===== config.mk =====
export PLATFORM = sky130hd
export DESIGN_NAME = adc_measure_sequencer_avg
export DESIGN_NICKNAME = d
export VERILOG_FILES = /design/src/hdl/adcms_pkg.sv /design/src/hdl/adcms_front.sv /design/src/hdl/adcms_jobq.sv /design/src/hdl/adcms_div.sv /design/src/hdl/adcms_back.sv /design/src/hdl/adc_measure_sequencer_avg.sv
export SDC_FILE = /design/constraint.sdc
export NUM_CORES = 2
export LEC_CHECK = 0
export ABC_CLOCK_PERIOD_IN_PS = 8750
export BUFFER_PORTS_ARGS = -buffer_cell sky130_fd_sc_hd__buf_4
export CORE_MARGIN = 2
export CORE_UTILIZATION = 60
export CTS_CLUSTER_DIAMETER = 80
export DETAILED_ROUTE_END_ITERATION = 7
export HOLD_SLACK_MARGIN = 0.03
export PLACE_DENSITY = 0.81
export SYNTH_ARGS = -nofsm -noshare
export SYNTH_HDL_FRONTEND = slang
export SYNTH_SLANG_ARGS = --single-unit

===== constraint.sdc =====
create_clock -name aclk -period 8.75 [get_ports aclk]
set_input_delay 0.875 -clock aclk [delete_from_list [all_inputs] [get_ports aclk]]
set_output_delay 0.875 -clock aclk [all_outputs]
set_load 0.03 [all_outputs]

===== src/hdl/adcms_pkg.sv =====
`timescale 1ns / 1ps
// ============================================================================
// ADC measurement sequencer package
// Shared widths, codes, state types and payload structs of the sequencer.
// ============================================================================
package adcms_pkg;

    // Field and datapath widths.
    localparam int SAMPLE_W   = 10;
    localparam int COEF_W     = 16;
    localparam int WIN_W      = 16;
    localparam int SUM_W      = 32;
    localparam int CNT_W      = 22;
    localparam int VAL_W      = 26;
    localparam int CHAN_W     = 2;
    localparam int PROD_W     = SUM_W + COEF_W;
    localparam int CFG_IDX_W  = 3;
    localparam int CFG_DATA_W = 16;
    localparam int NUM_SLOTS  = 4;

    // Saturation limits.
    localparam logic [CNT_W-1:0] CNT_MAX = {CNT_W{1'b1}};
    localparam logic [WIN_W-1:0] MS_MAX  = {WIN_W{1'b1}};

    // Default number of temperature samples per average.
    localparam int TEMP_SAMPLES_DEF = 3;

    // Depth of the job queue between front and back.
    localparam int JOBQ_DEPTH = 2;

    // Register reset values.
    localparam logic [SAMPLE_W-1:0] SPLIT_THRESHOLD_RST = 10'd512;
    localparam logic [COEF_W-1:0]   COEF_RST            = 16'd4096;
    localparam logic [WIN_W-1:0]    WINDOW_MS_RST       = 16'd100;

    // Input action codes.
    localparam logic ACT_TICK   = 1'b0;
    localparam logic ACT_SAMPLE = 1'b1;

    // Register indexes of the configuration port.
    typedef enum logic [CFG_IDX_W-1:0] {
        CFG_SPLIT_THRESHOLD = 3'd0,
        CFG_VOLTAGE_COEF    = 3'd1,
        CFG_CURRENT_COEF    = 3'd2,
        CFG_TEMP_COEF       = 3'd3,
        CFG_WINDOW_MS       = 3'd4
    } cfg_index_t;

    // Measurement phases.
    typedef enum logic [1:0] {
        PH_VOLT = 2'd0,
        PH_CURR = 2'd1,
        PH_TEMP = 2'd2
    } phase_t;

    // Work handed from the front to the back.
    typedef enum logic [1:0] {
        JOB_PLAIN = 2'd0,
        JOB_VOLT  = 2'd1,
        JOB_CURR  = 2'd2,
        JOB_TEMP  = 2'd3
    } job_kind_t;

    // Result slots, in output order.
    typedef enum logic [1:0] {
        SLOT_BATT = 2'd0,
        SLOT_SIG  = 2'd1,
        SLOT_CURR = 2'd2,
        SLOT_TEMP = 2'd3
    } slot_t;

    // Back-end sequencer states.
    typedef enum logic [2:0] {
        BK_IDLE  = 3'd0,
        BK_MUL   = 3'd1,
        BK_DGO   = 3'd2,
        BK_DWAIT = 3'd3,
        BK_TMUL  = 3'd4,
        BK_NEXT  = 3'd5,
        BK_OUT   = 3'd6
    } back_state_t;

    // Input word.
    typedef struct packed {
        logic                action;
        logic [SAMPLE_W-1:0] adc_sample;
    } in_item_t;

    // Result word.
    typedef struct packed {
        logic [CHAN_W-1:0] next_channel;
        logic [VAL_W-1:0]  battery_voltage;
        logic              battery_voltage_new;
        logic [VAL_W-1:0]  signal_voltage;
        logic              signal_voltage_new;
        logic [VAL_W-1:0]  charge_current;
        logic              charge_current_new;
        logic [VAL_W-1:0]  temperature_value;
        logic              temperature_new;
    } out_item_t;

    // Configuration register file.
    typedef struct packed {
        logic [SAMPLE_W-1:0] split_threshold;
        logic [COEF_W-1:0]   voltage_coef;
        logic [COEF_W-1:0]   current_coef;
        logic [COEF_W-1:0]   temp_coef;
        logic [WIN_W-1:0]    window_ms;
    } cfg_t;

    // One queued job with a snapshot of the accumulators.
    typedef struct packed {
        job_kind_t         kind;
        logic [CHAN_W-1:0] next_channel;
        logic [SUM_W-1:0]  sum_a;
        logic [CNT_W-1:0]  count_a;
        logic [SUM_W-1:0]  sum_b;
        logic [CNT_W-1:0]  count_b;
    } job_t;

    // Job queue status.
    typedef struct packed {
        logic full;
        logic empty;
    } jobq_stat_t;

    // Divider request and response.
    typedef struct packed {
        logic              start;
        logic [PROD_W-1:0] num;
        logic [CNT_W-1:0]  den;
    } div_req_t;

    typedef struct packed {
        logic             busy;
        logic             done;
        logic [VAL_W-1:0] quo;
    } div_rsp_t;

endpackage


===== src/hdl/adcms_front.sv =====
`timescale 1ns / 1ps
// ============================================================================
// ADC measurement sequencer front end
// Tracks phase, elapsed time and accumulators, and classifies each word
// into a job for the back end.
// ============================================================================
module adcms_front #(
    parameter int TEMP_SAMPLES = adcms_pkg::TEMP_SAMPLES_DEF
) (
    input  logic               aclk,
    input  logic               aresetn,
    input  logic               accept,
    input  adcms_pkg::in_item_t s_data,
    input  adcms_pkg::cfg_t    cfg,
    output adcms_pkg::job_t    job
);
    import adcms_pkg::*;

    phase_t             phase_reg, phase_next;
    logic [WIN_W-1:0]   elapsed_reg, elapsed_next;
    logic [SUM_W-1:0]   sum_a_reg, sum_a_next, sum_b_reg, sum_b_next;
    logic [CNT_W-1:0]   count_a_reg, count_a_next, count_b_reg, count_b_next;
    job_kind_t          kind;
    logic               is_sample;
    logic               window_open;
    logic               room_a, room_b;
    logic [SUM_W-1:0]   add_a, add_b;
    logic [SUM_W-1:0]   sample_ext;

    // Decoded conditions of the current word.
    assign is_sample   = (s_data.action == ACT_SAMPLE);
    assign window_open = (elapsed_reg < cfg.window_ms);
    assign room_a      = (count_a_reg != CNT_MAX);
    assign room_b      = (count_b_reg != CNT_MAX);
    assign sample_ext  = SUM_W'(s_data.adc_sample);
    assign add_a       = sum_a_reg + sample_ext;
    assign add_b       = sum_b_reg + sample_ext;

    // Phase sequencing and accumulation.
    always_comb begin
        phase_next   = phase_reg;
        elapsed_next = elapsed_reg;
        sum_a_next   = sum_a_reg;
        count_a_next = count_a_reg;
        sum_b_next   = sum_b_reg;
        count_b_next = count_b_reg;
        kind         = JOB_PLAIN;
        if (!is_sample) begin
            if (elapsed_reg != MS_MAX) begin
                elapsed_next = elapsed_reg + 1'b1;
            end
        end else begin
            unique case (phase_reg)
                PH_CURR: begin
                    if (window_open) begin
                        if (room_a) begin
                            sum_a_next   = add_a;
                            count_a_next = count_a_reg + 1'b1;
                        end
                    end else begin
                        kind         = JOB_CURR;
                        sum_a_next   = '0;
                        count_a_next = '0;
                        sum_b_next   = '0;
                        count_b_next = '0;
                        phase_next   = PH_TEMP;
                    end
                end
                PH_TEMP: begin
                    if (count_a_reg < CNT_W'(TEMP_SAMPLES)) begin
                        if (room_a) begin
                            sum_a_next   = add_a;
                            count_a_next = count_a_reg + 1'b1;
                        end
                    end else begin
                        kind         = JOB_TEMP;
                        sum_a_next   = '0;
                        count_a_next = '0;
                        sum_b_next   = '0;
                        count_b_next = '0;
                        phase_next   = PH_VOLT;
                        elapsed_next = '0;
                    end
                end
                default: begin
                    // Voltage phase; an unused phase code behaves the same.
                    if (window_open) begin
                        if (s_data.adc_sample < cfg.split_threshold) begin
                            if (room_a) begin
                                sum_a_next   = add_a;
                                count_a_next = count_a_reg + 1'b1;
                            end
                        end else if (room_b) begin
                            sum_b_next   = add_b;
                            count_b_next = count_b_reg + 1'b1;
                        end
                    end else begin
                        kind         = JOB_VOLT;
                        sum_a_next   = '0;
                        count_a_next = '0;
                        sum_b_next   = '0;
                        count_b_next = '0;
                        phase_next   = PH_CURR;
                        elapsed_next = '0;
                    end
                end
            endcase
        end
    end

    // Job word carries the accumulators as they stood before this word.
    always_comb begin
        job.kind         = kind;
        job.next_channel = CHAN_W'(phase_next) + CHAN_W'(1);
        job.sum_a        = sum_a_reg;
        job.count_a      = count_a_reg;
        job.sum_b        = sum_b_reg;
        job.count_b      = count_b_reg;
    end

    // State registers advance on every accepted word.
    always_ff @(posedge aclk) begin
        if (!aresetn) begin
            phase_reg   <= PH_VOLT;
            elapsed_reg <= '0;
            sum_a_reg   <= '0;
            count_a_reg <= '0;
            sum_b_reg   <= '0;
            count_b_reg <= '0;
        end else if (accept) begin
            phase_reg   <= phase_next;
            elapsed_reg <= elapsed_next;
            sum_a_reg   <= sum_a_next;
            count_a_reg <= count_a_next;
            sum_b_reg   <= sum_b_next;
            count_b_reg <= count_b_next;
        end
    end

endmodule


===== src/hdl/adcms_jobq.sv =====
`timescale 1ns / 1ps
// ============================================================================
// ADC measurement sequencer job queue
// Short FIFO that decouples the front end from the back end.
// ============================================================================
module adcms_jobq (
    input  logic                  aclk,
    input  logic                  aresetn,
    input  logic                  push,
    input  adcms_pkg::job_t       wr_data,
    input  logic                  pop,
    output adcms_pkg::job_t       rd_data,
    output adcms_pkg::jobq_stat_t stat
);
    import adcms_pkg::*;

    localparam int PTR_W   = (JOBQ_DEPTH > 1) ? $clog2(JOBQ_DEPTH) : 1;
    localparam int COUNT_W = $clog2(JOBQ_DEPTH + 1);

    job_t               mem_reg [JOBQ_DEPTH];
    logic [PTR_W-1:0]   wr_ptr_reg, wr_ptr_next;
    logic [PTR_W-1:0]   rd_ptr_reg, rd_ptr_next;
    logic [COUNT_W-1:0] count_reg, count_next;
    logic               do_push, do_pop;

    // Status and guarded handshakes.
    assign stat.full  = (count_reg == COUNT_W'(JOBQ_DEPTH));
    assign stat.empty = (count_reg == '0);
    assign do_push    = push && !stat.full;
    assign do_pop     = pop && !stat.empty;
    assign rd_data    = mem_reg[rd_ptr_reg];

    // Pointer and fill count update.
    always_comb begin
        wr_ptr_next = wr_ptr_reg;
        rd_ptr_next = rd_ptr_reg;
        count_next  = count_reg;
        if (do_push) begin
            wr_ptr_next = (wr_ptr_reg == PTR_W'(JOBQ_DEPTH - 1)) ? '0 : wr_ptr_reg + 1'b1;
        end
        if (do_pop) begin
            rd_ptr_next = (rd_ptr_reg == PTR_W'(JOBQ_DEPTH - 1)) ? '0 : rd_ptr_reg + 1'b1;
        end
        if (do_push && !do_pop) begin
            count_next = count_reg + 1'b1;
        end else if (do_pop && !do_push) begin
            count_next = count_reg - 1'b1;
        end
    end

    always_ff @(posedge aclk) begin
        if (!aresetn) begin
            wr_ptr_reg <= '0;
            rd_ptr_reg <= '0;
            count_reg  <= '0;
        end else begin
            wr_ptr_reg <= wr_ptr_next;
            rd_ptr_reg <= rd_ptr_next;
            count_reg  <= count_next;
        end
    end

    // Storage needs no reset.
    always_ff @(posedge aclk) begin
        if (do_push) begin
            mem_reg[wr_ptr_reg] <= wr_data;
        end
    end

    // The fill count never exceeds the depth.
    a_count_bound: assert property (@(posedge aclk) disable iff (!aresetn)
        count_reg <= COUNT_W'(JOBQ_DEPTH))
        else $error("job queue count exceeds depth");

    // A pop without a push lowers the fill count by one.
    a_pop_moves: assert property (@(posedge aclk) disable iff (!aresetn)
        do_pop && !do_push |=> count_reg == $past(count_reg) - 1'b1)
        else $error("job queue pop did not lower the count");

endmodule


===== src/hdl/adcms_div.sv =====
`timescale 1ns / 1ps
// ============================================================================
// ADC measurement sequencer divider
// Restoring divider that produces one quotient bit per cycle. The caller
// guarantees that the quotient fits the result width.
// ============================================================================
module adcms_div (
    input  logic                aclk,
    input  logic                aresetn,
    input  adcms_pkg::div_req_t req,
    output adcms_pkg::div_rsp_t rsp
);
    import adcms_pkg::*;

    localparam int STEP_W = $clog2(VAL_W + 1);

    logic              busy_reg;
    logic              done_reg;
    logic [STEP_W-1:0] step_reg;
    logic [CNT_W-1:0]  rem_reg;
    logic [VAL_W-1:0]  quo_reg;
    logic [CNT_W-1:0]  den_reg;
    logic [CNT_W:0]    trial;
    logic [CNT_W:0]    diff;
    logic              fits;

    // One trial subtraction per cycle.
    assign trial = {rem_reg, quo_reg[VAL_W-1]};
    assign diff  = trial - {1'b0, den_reg};
    assign fits  = (trial >= {1'b0, den_reg});

    assign rsp.busy = busy_reg;
    assign rsp.done = done_reg;
    assign rsp.quo  = quo_reg;

    // Control.
    always_ff @(posedge aclk) begin
        if (!aresetn) begin
            busy_reg <= 1'b0;
            done_reg <= 1'b0;
            step_reg <= '0;
        end else begin
            done_reg <= 1'b0;
            if (req.start && !busy_reg) begin
                busy_reg <= 1'b1;
                step_reg <= STEP_W'(VAL_W);
            end else if (busy_reg) begin
                step_reg <= step_reg - 1'b1;
                if (step_reg == STEP_W'(1)) begin
                    busy_reg <= 1'b0;
                    done_reg <= 1'b1;
                end
            end
        end
    end

    // Remainder and quotient shift registers.
    always_ff @(posedge aclk) begin
        if (req.start && !busy_reg) begin
            rem_reg <= req.num[PROD_W-1:VAL_W];
            quo_reg <= req.num[VAL_W-1:0];
            den_reg <= req.den;
        end else if (busy_reg) begin
            rem_reg <= fits ? diff[CNT_W-1:0] : trial[CNT_W-1:0];
            quo_reg <= {quo_reg[VAL_W-2:0], fits};
        end
    end

    // A finished division always follows a busy cycle.
    a_done_after_busy: assert property (@(posedge aclk) disable iff (!aresetn)
        done_reg |-> $past(busy_reg))
        else $error("divider done without a running division");

endmodule


===== src/hdl/adcms_back.sv =====
`timescale 1ns / 1ps
// ============================================================================
// ADC measurement sequencer back end
// Pops jobs, computes scaled averages with a shared multiplier and the
// divider, keeps the result registers and drives the output register.
// ============================================================================
module adcms_back (
    input  logic                  aclk,
    input  logic                  aresetn,
    input  adcms_pkg::job_t       q_data,
    input  adcms_pkg::jobq_stat_t q_stat,
    output logic                  q_pop,
    input  adcms_pkg::cfg_t       cfg,
    output adcms_pkg::div_req_t   div_req,
    input  adcms_pkg::div_rsp_t   div_rsp,
    output logic                  m_valid,
    input  logic                  m_ready,
    output adcms_pkg::out_item_t  m_data
);
    import adcms_pkg::*;

    back_state_t            state_reg, state_next;
    job_t                   job_reg;
    slot_t                  slot_reg;
    slot_t                  first_slot;
    logic [PROD_W-1:0]      prod_reg;
    logic [VAL_W-1:0]       result_reg [NUM_SLOTS];
    logic [NUM_SLOTS-1:0]   new_reg;
    logic                   m_valid_reg;
    out_item_t              m_data_reg;
    out_item_t              m_data_next;

    logic [SUM_W-1:0]       cur_sum;
    logic [CNT_W-1:0]       cur_cnt;
    logic [COEF_W-1:0]      cur_coef;
    logic [SUM_W-1:0]       mul_a;
    logic [COEF_W-1:0]      mul_b;
    logic [PROD_W-1:0]      mul_prod;
    logic                   out_free;
    logic                   out_load;
    logic                   div_start;

    assign out_free = !m_valid_reg || m_ready;

    // Operand selection for the slot being computed.
    always_comb begin
        cur_sum  = job_reg.sum_a;
        cur_cnt  = job_reg.count_a;
        cur_coef = cfg.voltage_coef;
        case (slot_reg)
            SLOT_SIG: begin
                cur_sum = job_reg.sum_b;
                cur_cnt = job_reg.count_b;
            end
            SLOT_CURR: cur_coef = cfg.current_coef;
            SLOT_TEMP: cur_coef = COEF_W'(1);
            default: ;
        endcase
    end

    // Shared multiplier: sum times coefficient, or quotient times the
    // temperature coefficient.
    assign mul_a    = (state_reg == BK_TMUL) ? SUM_W'(div_rsp.quo) : cur_sum;
    assign mul_b    = (state_reg == BK_TMUL) ? cfg.temp_coef : cur_coef;
    assign mul_prod = mul_a * mul_b;

    // First slot of each job kind.
    always_comb begin
        unique case (q_data.kind)
            JOB_CURR: first_slot = SLOT_CURR;
            JOB_TEMP: first_slot = SLOT_TEMP;
            default:  first_slot = SLOT_BATT;
        endcase
    end

    // Next state.
    always_comb begin
        state_next = state_reg;
        unique case (state_reg)
            BK_IDLE: begin
                if (!q_stat.empty) begin
                    state_next = (q_data.kind == JOB_PLAIN) ? BK_OUT : BK_MUL;
                end
            end
            BK_MUL:   state_next = (cur_cnt != '0) ? BK_DGO : BK_NEXT;
            BK_DGO:   state_next = BK_DWAIT;
            BK_DWAIT: begin
                if (div_rsp.done) begin
                    state_next = (slot_reg == SLOT_TEMP) ? BK_TMUL : BK_NEXT;
                end
            end
            BK_TMUL:  state_next = BK_NEXT;
            BK_NEXT:  state_next = (slot_reg == SLOT_BATT) ? BK_MUL : BK_OUT;
            BK_OUT: begin
                if (out_free) begin
                    state_next = BK_IDLE;
                end
            end
            default:  state_next = BK_IDLE;
        endcase
    end

    // State outputs.
    always_comb begin
        q_pop     = 1'b0;
        div_start = 1'b0;
        out_load  = 1'b0;
        unique case (state_reg)
            BK_IDLE: q_pop     = !q_stat.empty;
            BK_DGO:  div_start = 1'b1;
            BK_OUT:  out_load  = out_free;
            default: ;
        endcase
    end

    assign div_req.start = div_start;
    assign div_req.num   = prod_reg;
    assign div_req.den   = cur_cnt;

    // Result word assembled from the result registers.
    always_comb begin
        m_data_next.next_channel        = job_reg.next_channel;
        m_data_next.battery_voltage     = result_reg[SLOT_BATT];
        m_data_next.battery_voltage_new = new_reg[SLOT_BATT];
        m_data_next.signal_voltage      = result_reg[SLOT_SIG];
        m_data_next.signal_voltage_new  = new_reg[SLOT_SIG];
        m_data_next.charge_current      = result_reg[SLOT_CURR];
        m_data_next.charge_current_new  = new_reg[SLOT_CURR];
        m_data_next.temperature_value   = result_reg[SLOT_TEMP];
        m_data_next.temperature_new     = new_reg[SLOT_TEMP];
    end

    // Control, result registers and output valid.
    always_ff @(posedge aclk) begin
        if (!aresetn) begin
            state_reg   <= BK_IDLE;
            slot_reg    <= SLOT_BATT;
            new_reg     <= '0;
            m_valid_reg <= 1'b0;
            for (int i = 0; i < NUM_SLOTS; i++) begin
                result_reg[i] <= '0;
            end
        end else begin
            state_reg <= state_next;
            if (q_pop) begin
                slot_reg <= first_slot;
                new_reg  <= '0;
            end
            if (state_reg == BK_NEXT && slot_reg == SLOT_BATT) begin
                slot_reg <= SLOT_SIG;
            end
            if (state_reg == BK_DWAIT && div_rsp.done && slot_reg != SLOT_TEMP) begin
                result_reg[slot_reg] <= div_rsp.quo;
                new_reg[slot_reg]    <= 1'b1;
            end
            if (state_reg == BK_TMUL) begin
                result_reg[SLOT_TEMP] <= mul_prod[VAL_W-1:0];
                new_reg[SLOT_TEMP]    <= 1'b1;
            end
            if (out_load) begin
                m_valid_reg <= 1'b1;
            end else if (m_ready) begin
                m_valid_reg <= 1'b0;
            end
        end
    end

    // Payload registers.
    always_ff @(posedge aclk) begin
        if (q_pop) begin
            job_reg <= q_data;
        end
        if (state_reg == BK_MUL) begin
            prod_reg <= mul_prod;
        end
        if (out_load) begin
            m_data_reg <= m_data_next;
        end
    end

    assign m_valid = m_valid_reg;
    assign m_data  = m_data_reg;

    // The divider is only started while it is idle.
    a_div_idle: assert property (@(posedge aclk) disable iff (!aresetn)
        div_start |-> !div_rsp.busy)
        else $error("divider started while busy");

    // Jobs are only taken from a non-empty queue.
    a_pop_nonempty: assert property (@(posedge aclk) disable iff (!aresetn)
        q_pop |-> !q_stat.empty)
        else $error("job popped from an empty queue");

    // A loaded result never overwrites one that is still waiting.
    a_no_overwrite: assert property (@(posedge aclk) disable iff (!aresetn)
        out_load |-> (!m_valid_reg || m_ready))
        else $error("result register overwritten while stalled");

endmodule


===== src/hdl/adc_measure_sequencer_avg.sv =====
`timescale 1ns / 1ps
// ============================================================================
// ADC measurement sequencer with averaging
// Top level: configuration registers, front end, job queue, back end and
// divider.
// ============================================================================
// Input words arrive on s_valid/s_ready/s_data: either a millisecond tick or
// one ADC conversion. Every accepted word gives exactly one result word on
// m_valid/m_ready/m_data with the next ADC channel, the four latest scaled
// values and a flag for each value that this word updated.
// The front end updates phase, timer and accumulators in the cycle a word
// is accepted and queues a job (two entries deep). The back end handles one
// job at a time. For a tick or an accumulating sample the back end pops the
// job in its idle state and loads the output register, which drives m_valid,
// in its output state; the queue takes words while it has room. A phase end
// runs a 32x16 multiply and the shared divider, which retires one quotient
// bit per cycle for a 26-bit quotient. A voltage end divides twice, once per
// slot, and the temperature end scales the quotient by its coefficient (an
// empty accumulator skips its division). The divider therefore sets the rate.
// The configuration port writes one register per cycle with cfg_wr_en.
// A synchronous low aresetn restores the register defaults, returns to the
// voltage phase and clears all accumulators and results. When the receiver
// stalls, the output register holds its word, the queue fills, and s_ready
// drops once the queue is full.
// ============================================================================
module adc_measure_sequencer_avg #(
    parameter int TEMP_SAMPLES = adcms_pkg::TEMP_SAMPLES_DEF
) (
    input  logic                              aclk,
    input  logic                              aresetn,
    input  logic                              s_valid,
    output logic                              s_ready,
    input  adcms_pkg::in_item_t               s_data,
    output logic                              m_valid,
    input  logic                              m_ready,
    output adcms_pkg::out_item_t              m_data,
    input  logic                              cfg_wr_en,
    input  logic [adcms_pkg::CFG_IDX_W-1:0]   cfg_index,
    input  logic [adcms_pkg::CFG_DATA_W-1:0]  cfg_wr_data
);
    import adcms_pkg::*;

    cfg_t       cfg_reg;
    job_t       front_job;
    job_t       q_data;
    jobq_stat_t q_stat;
    logic       q_pop;
    logic       accept;
    div_req_t   div_req;
    div_rsp_t   div_rsp;

    // Configuration register file.
    always_ff @(posedge aclk) begin
        if (!aresetn) begin
            cfg_reg.split_threshold <= SPLIT_THRESHOLD_RST;
            cfg_reg.voltage_coef    <= COEF_RST;
            cfg_reg.current_coef    <= COEF_RST;
            cfg_reg.temp_coef       <= COEF_RST;
            cfg_reg.window_ms       <= WINDOW_MS_RST;
        end else if (cfg_wr_en) begin
            unique case (cfg_index)
                CFG_SPLIT_THRESHOLD: cfg_reg.split_threshold <= cfg_wr_data[SAMPLE_W-1:0];
                CFG_VOLTAGE_COEF:    cfg_reg.voltage_coef    <= cfg_wr_data[COEF_W-1:0];
                CFG_CURRENT_COEF:    cfg_reg.current_coef    <= cfg_wr_data[COEF_W-1:0];
                CFG_TEMP_COEF:       cfg_reg.temp_coef       <= cfg_wr_data[COEF_W-1:0];
                CFG_WINDOW_MS:       cfg_reg.window_ms       <= cfg_wr_data[WIN_W-1:0];
                default: ;
            endcase
        end
    end

    // Input handshake: a word is taken whenever the queue has room.
    assign s_ready = !q_stat.full;
    assign accept  = s_valid && s_ready;

    adcms_front #(
        .TEMP_SAMPLES (TEMP_SAMPLES)
    ) u_front (
        .aclk    (aclk),
        .aresetn (aresetn),
        .accept  (accept),
        .s_data  (s_data),
        .cfg     (cfg_reg),
        .job     (front_job)
    );

    adcms_jobq u_jobq (
        .aclk    (aclk),
        .aresetn (aresetn),
        .push    (accept),
        .wr_data (front_job),
        .pop     (q_pop),
        .rd_data (q_data),
        .stat    (q_stat)
    );

    adcms_div u_div (
        .aclk    (aclk),
        .aresetn (aresetn),
        .req     (div_req),
        .rsp     (div_rsp)
    );

    adcms_back u_back (
        .aclk    (aclk),
        .aresetn (aresetn),
        .q_data  (q_data),
        .q_stat  (q_stat),
        .q_pop   (q_pop),
        .cfg     (cfg_reg),
        .div_req (div_req),
        .div_rsp (div_rsp),
        .m_valid (m_valid),
        .m_ready (m_ready),
        .m_data  (m_data)
    );

endmodule

==> key figures <==
Status
  • Status: finished, final reports clean

Floorplanning
  • Core Area: 86800 sq um
  • Die area: 89900 sq um
  • Initial core utilization: 60.5%
  • Site Rows: 108
  • Height of the die: roughly 300 microns
  • Chip Width: 300 microns
  • # IOs: ~150

GRT
  • All-layer global routing usage: between 30% and 40%
  • Pin count of the biggest net entering global routing: 93
  • First-pass GRT wire length: 212000 microns
  • Initial antenna violation count: 0
  • Vias in the first global route: 36.8k
  • Gr ovfl total: 0

Clock tree
  • CTS tree: yes
  • Latest clock arrival within the worst-skew pair: around 0.68 ns
  • Root Buffer: clkbuf_16
  • Total CTS buffers: slightly below 90
  • Worst-path clk slew: 0.06 ns
  • Clk buf depth: 3
  • CTS sink count: 888
  • H-tree depth: 3

Min path
  • Hold depth: 0
  • Hold Path Class: reg2reg
  • Min-delay src: u_back.result_reg[1][3]$_SDFFCE_PN0P_
  • Hold endpoint: m_data[58]$_DFFE_PP_

Synthesis
  • Post-synth cell types: 71
  • Ranking of synthesized cells by area: edfxtp_1 38%, fa_1 16%, dfxtp_1 8.5%
  • Post-synth top flop: edfxtp_1
  • Post-synth top area share: 38.1%
  • Synth Register Bits: around 900
  • Post-Syn Instances: between 4k and 5k
  • Warnings from Yosys: 0
  • Synth async-reset ratio: 0%
  • Leading area contributor after synthesis: edfxtp_1
  • Post-Syn Area: 52500 sq um
  • Syn avg cell area: 10.6 sq um
  • Syn_nets: roughly 5.6k
  • EDFF count, synth: 666
  • Seq/Total Area, Yosys: 46.6%

Timing
  • Final hold vios: 0
  • RSZ-0062 raised after global routing: no
  • Final setup viols: 0
  • Achievable frequency: 118 MHz
  • Rel. slew slack: between 20% and 30%
  • Final worst path period share: 96.6%
  • Worst Skew: 0.0730 ns
  • Pins Over Slew Limit: 0
  • Crit path time final: 8.46 ns
  • Worst Max-Slew Pin Slew: 1.18 ns
  • Fin Setup TNS: 0 ns

Routing
  • Uppermost layer routed: met4
  • DRT iter0 DRCs: 4098
  • Post-route ant nets: 0
  • Via Count: 37.3k
  • Drt first pass iters: 6
  • Met1 wire length: 51800 microns
  • Met2 WL post-DR: 67400 microns
  • Met3 wire len: ~12000 microns
  • Post-Route WL: 139000 microns
  • Vias per inst: 5.95
  • Drt wl/cell: 22.1 microns
  • Residual DRC: 0

Layout
  • Share of cells above drive strength 1: 10.7%
  • Largest register FFs: 224
  • Synthesis-to-finish area growth: 10.4%
  • Number of fill cells: 6413
  • Nets: roughly 5.7k

Power
  • Worst VDD drop: between 0.3 and 0.4 mV
  • Pwr/cell area: 324 nW/um^2
  • LEAKAGE: 23.0 nW
  • Total power: 18.8 mW

Run
  • Max cap viols: 0

Critical path
  • Crit-path slowest cell: fa_1
  • Slowest stage delay, CP: 0.59 ns
  • Most frequent CP cell: fa_1
  • Crit path launch type: register
  • Crit end category: register
  • Critical path data required time: between 9 and 10 ns
  • RR Startpoint: u_back.slot_reg[1]$_SDFFE_PP0P_
  • CP bufs+invs: 6
  • Reg2reg setup slack: about 0.29 ns
  • R2R Path End: u_back.prod_reg[29]$_DFFE_PN_
  • WP data arrival: 8.86 ns
  • Critical Path Source: u_back.slot_reg[1]$_SDFFE_PP0P_
  • Crit-path leading delay family: adder cells
  • Setup CP Type: reg2reg
  • Reg2Reg Depth: 25
  • CP Max Fanout: 21

Placement
  • GP Congestion: 1.05
  • PortBufs: approximately 150
  • Hpwl dp: 102000 microns
metal layers:
layer  vias up  GRT usage (%)
met3       392           5.41
met1     18300           39.7
met2      1837           51.3
met5         -              0
li1      16800              -
met4         0           14.9
timing repair:
action	in CTS	in global routing
hold endpoints to repair	0	0
setup buffers	0	0
hold buffers	0	0
endpoints found under the setup margin	0	20
gates resized for setup	0	4
per-stage QoR:
step	area [sq um]	utilization (%)	hold WS, ns	std cells	worst slack [ns]
after global placement	55000	63.4	0.401	6109	0.475
after CTS	58000	66.8	0.417	6271	0.277
after global routing	58000	66.8	0.421	6271	0.0178
final	58000	66.8	0.417	6272	0.294
after detailed placement	55000	63.4	0.405	6109	0.295
after floorplan	52500	-	0.400	4932	0.977
cell type report:
class	instances	area, sq um	area share [%]
Multi-Input combinational cell	3241	25100	43.3
Sequential cell	888	24400	42.2
Clock buffer	109	2340	4.04
Inverter	583	2190	3.78
Timing Repair Buffer	242	1850	3.18
Tap cell	1155	1450	2.49
Clock inverter	53	593	1.02
Antenna cell	1	2.50	0.00432
kinds of logic after synthesis:
logic type               Yosys count  share of synthesized area (%)
AO/OA/AOI/OAI                    692                           8.06
flip-flops                       888                           46.6
AND/OR/NAND/NOR                 1654                           13.6
adder cells (fa/ha/maj)          615                           20.7
multiplexers                     136                           2.88
XOR/XNOR                         144                           2.40
buffers and inverters            803                           5.79
power by group:
| group | internal, mW | switching [mW] |
|---|---|---|
| combinational | 2.96 | 5.78 |
| sequential | 5.74 | 0.529 |
| clock | 2.12 | 1.66 |
| total | 10.8 | 7.96 |
how the worst max path moves through the flow:
| stage | to | slack, ns | cells past startpoint |
|---|---|---|---|
| finish | u_back.prod_reg[29]$_DFFE_PN_ | 0.29 | 25 |
| global route | u_back.prod_reg[38]$_DFFE_PN_ | 0.02 | 25 |
| CTS | u_back.prod_reg[45]$_DFFE_PN_ | 0.28 | 25 |
| detailed placement | u_back.result_reg[0][22]$_SDFFCE_PN0P_ | 0.29 | 25 |
| global placement | u_back.prod_reg[45]$_DFFE_PN_ | 0.48 | 24 |
| floorplan | u_back.prod_reg[40]$_DFFE_PN_ | 0.98 | 28 |
cells in the final DEF (no fill, tap or decap), types with 26 or more instances in the layout:
cell type  count
a211oi_1      32
edfxtp_1     666
nand4_1       45
nand2_1      785
mux2_2       119
xor2_1        27
nor2_1       451
a21oi_1      321
o21ai_0       77
a21o_1        50
dfxtp_1      220
o21a_1        27
a22oi_1       29
buf_4        239
fa_1         421
ha_1         194
nor3_1        81
and3_1        34
nand3_1       85
xnor2_1      117
nor2b_1       26
clkbuf_16     88
inv_1        579
cells in the mapped netlist (85+ instances only):
cell type	n
mux2_2	119
nand3_1	85
xnor2_1	117
nand2_1	785
dfxtp_1	222
fa_1	421
inv_1	582
a21oi_1	322
clkbuf_1	185
nor2_1	453
edfxtp_1	666
ha_1	194
(Power assumes the default switching activity.)
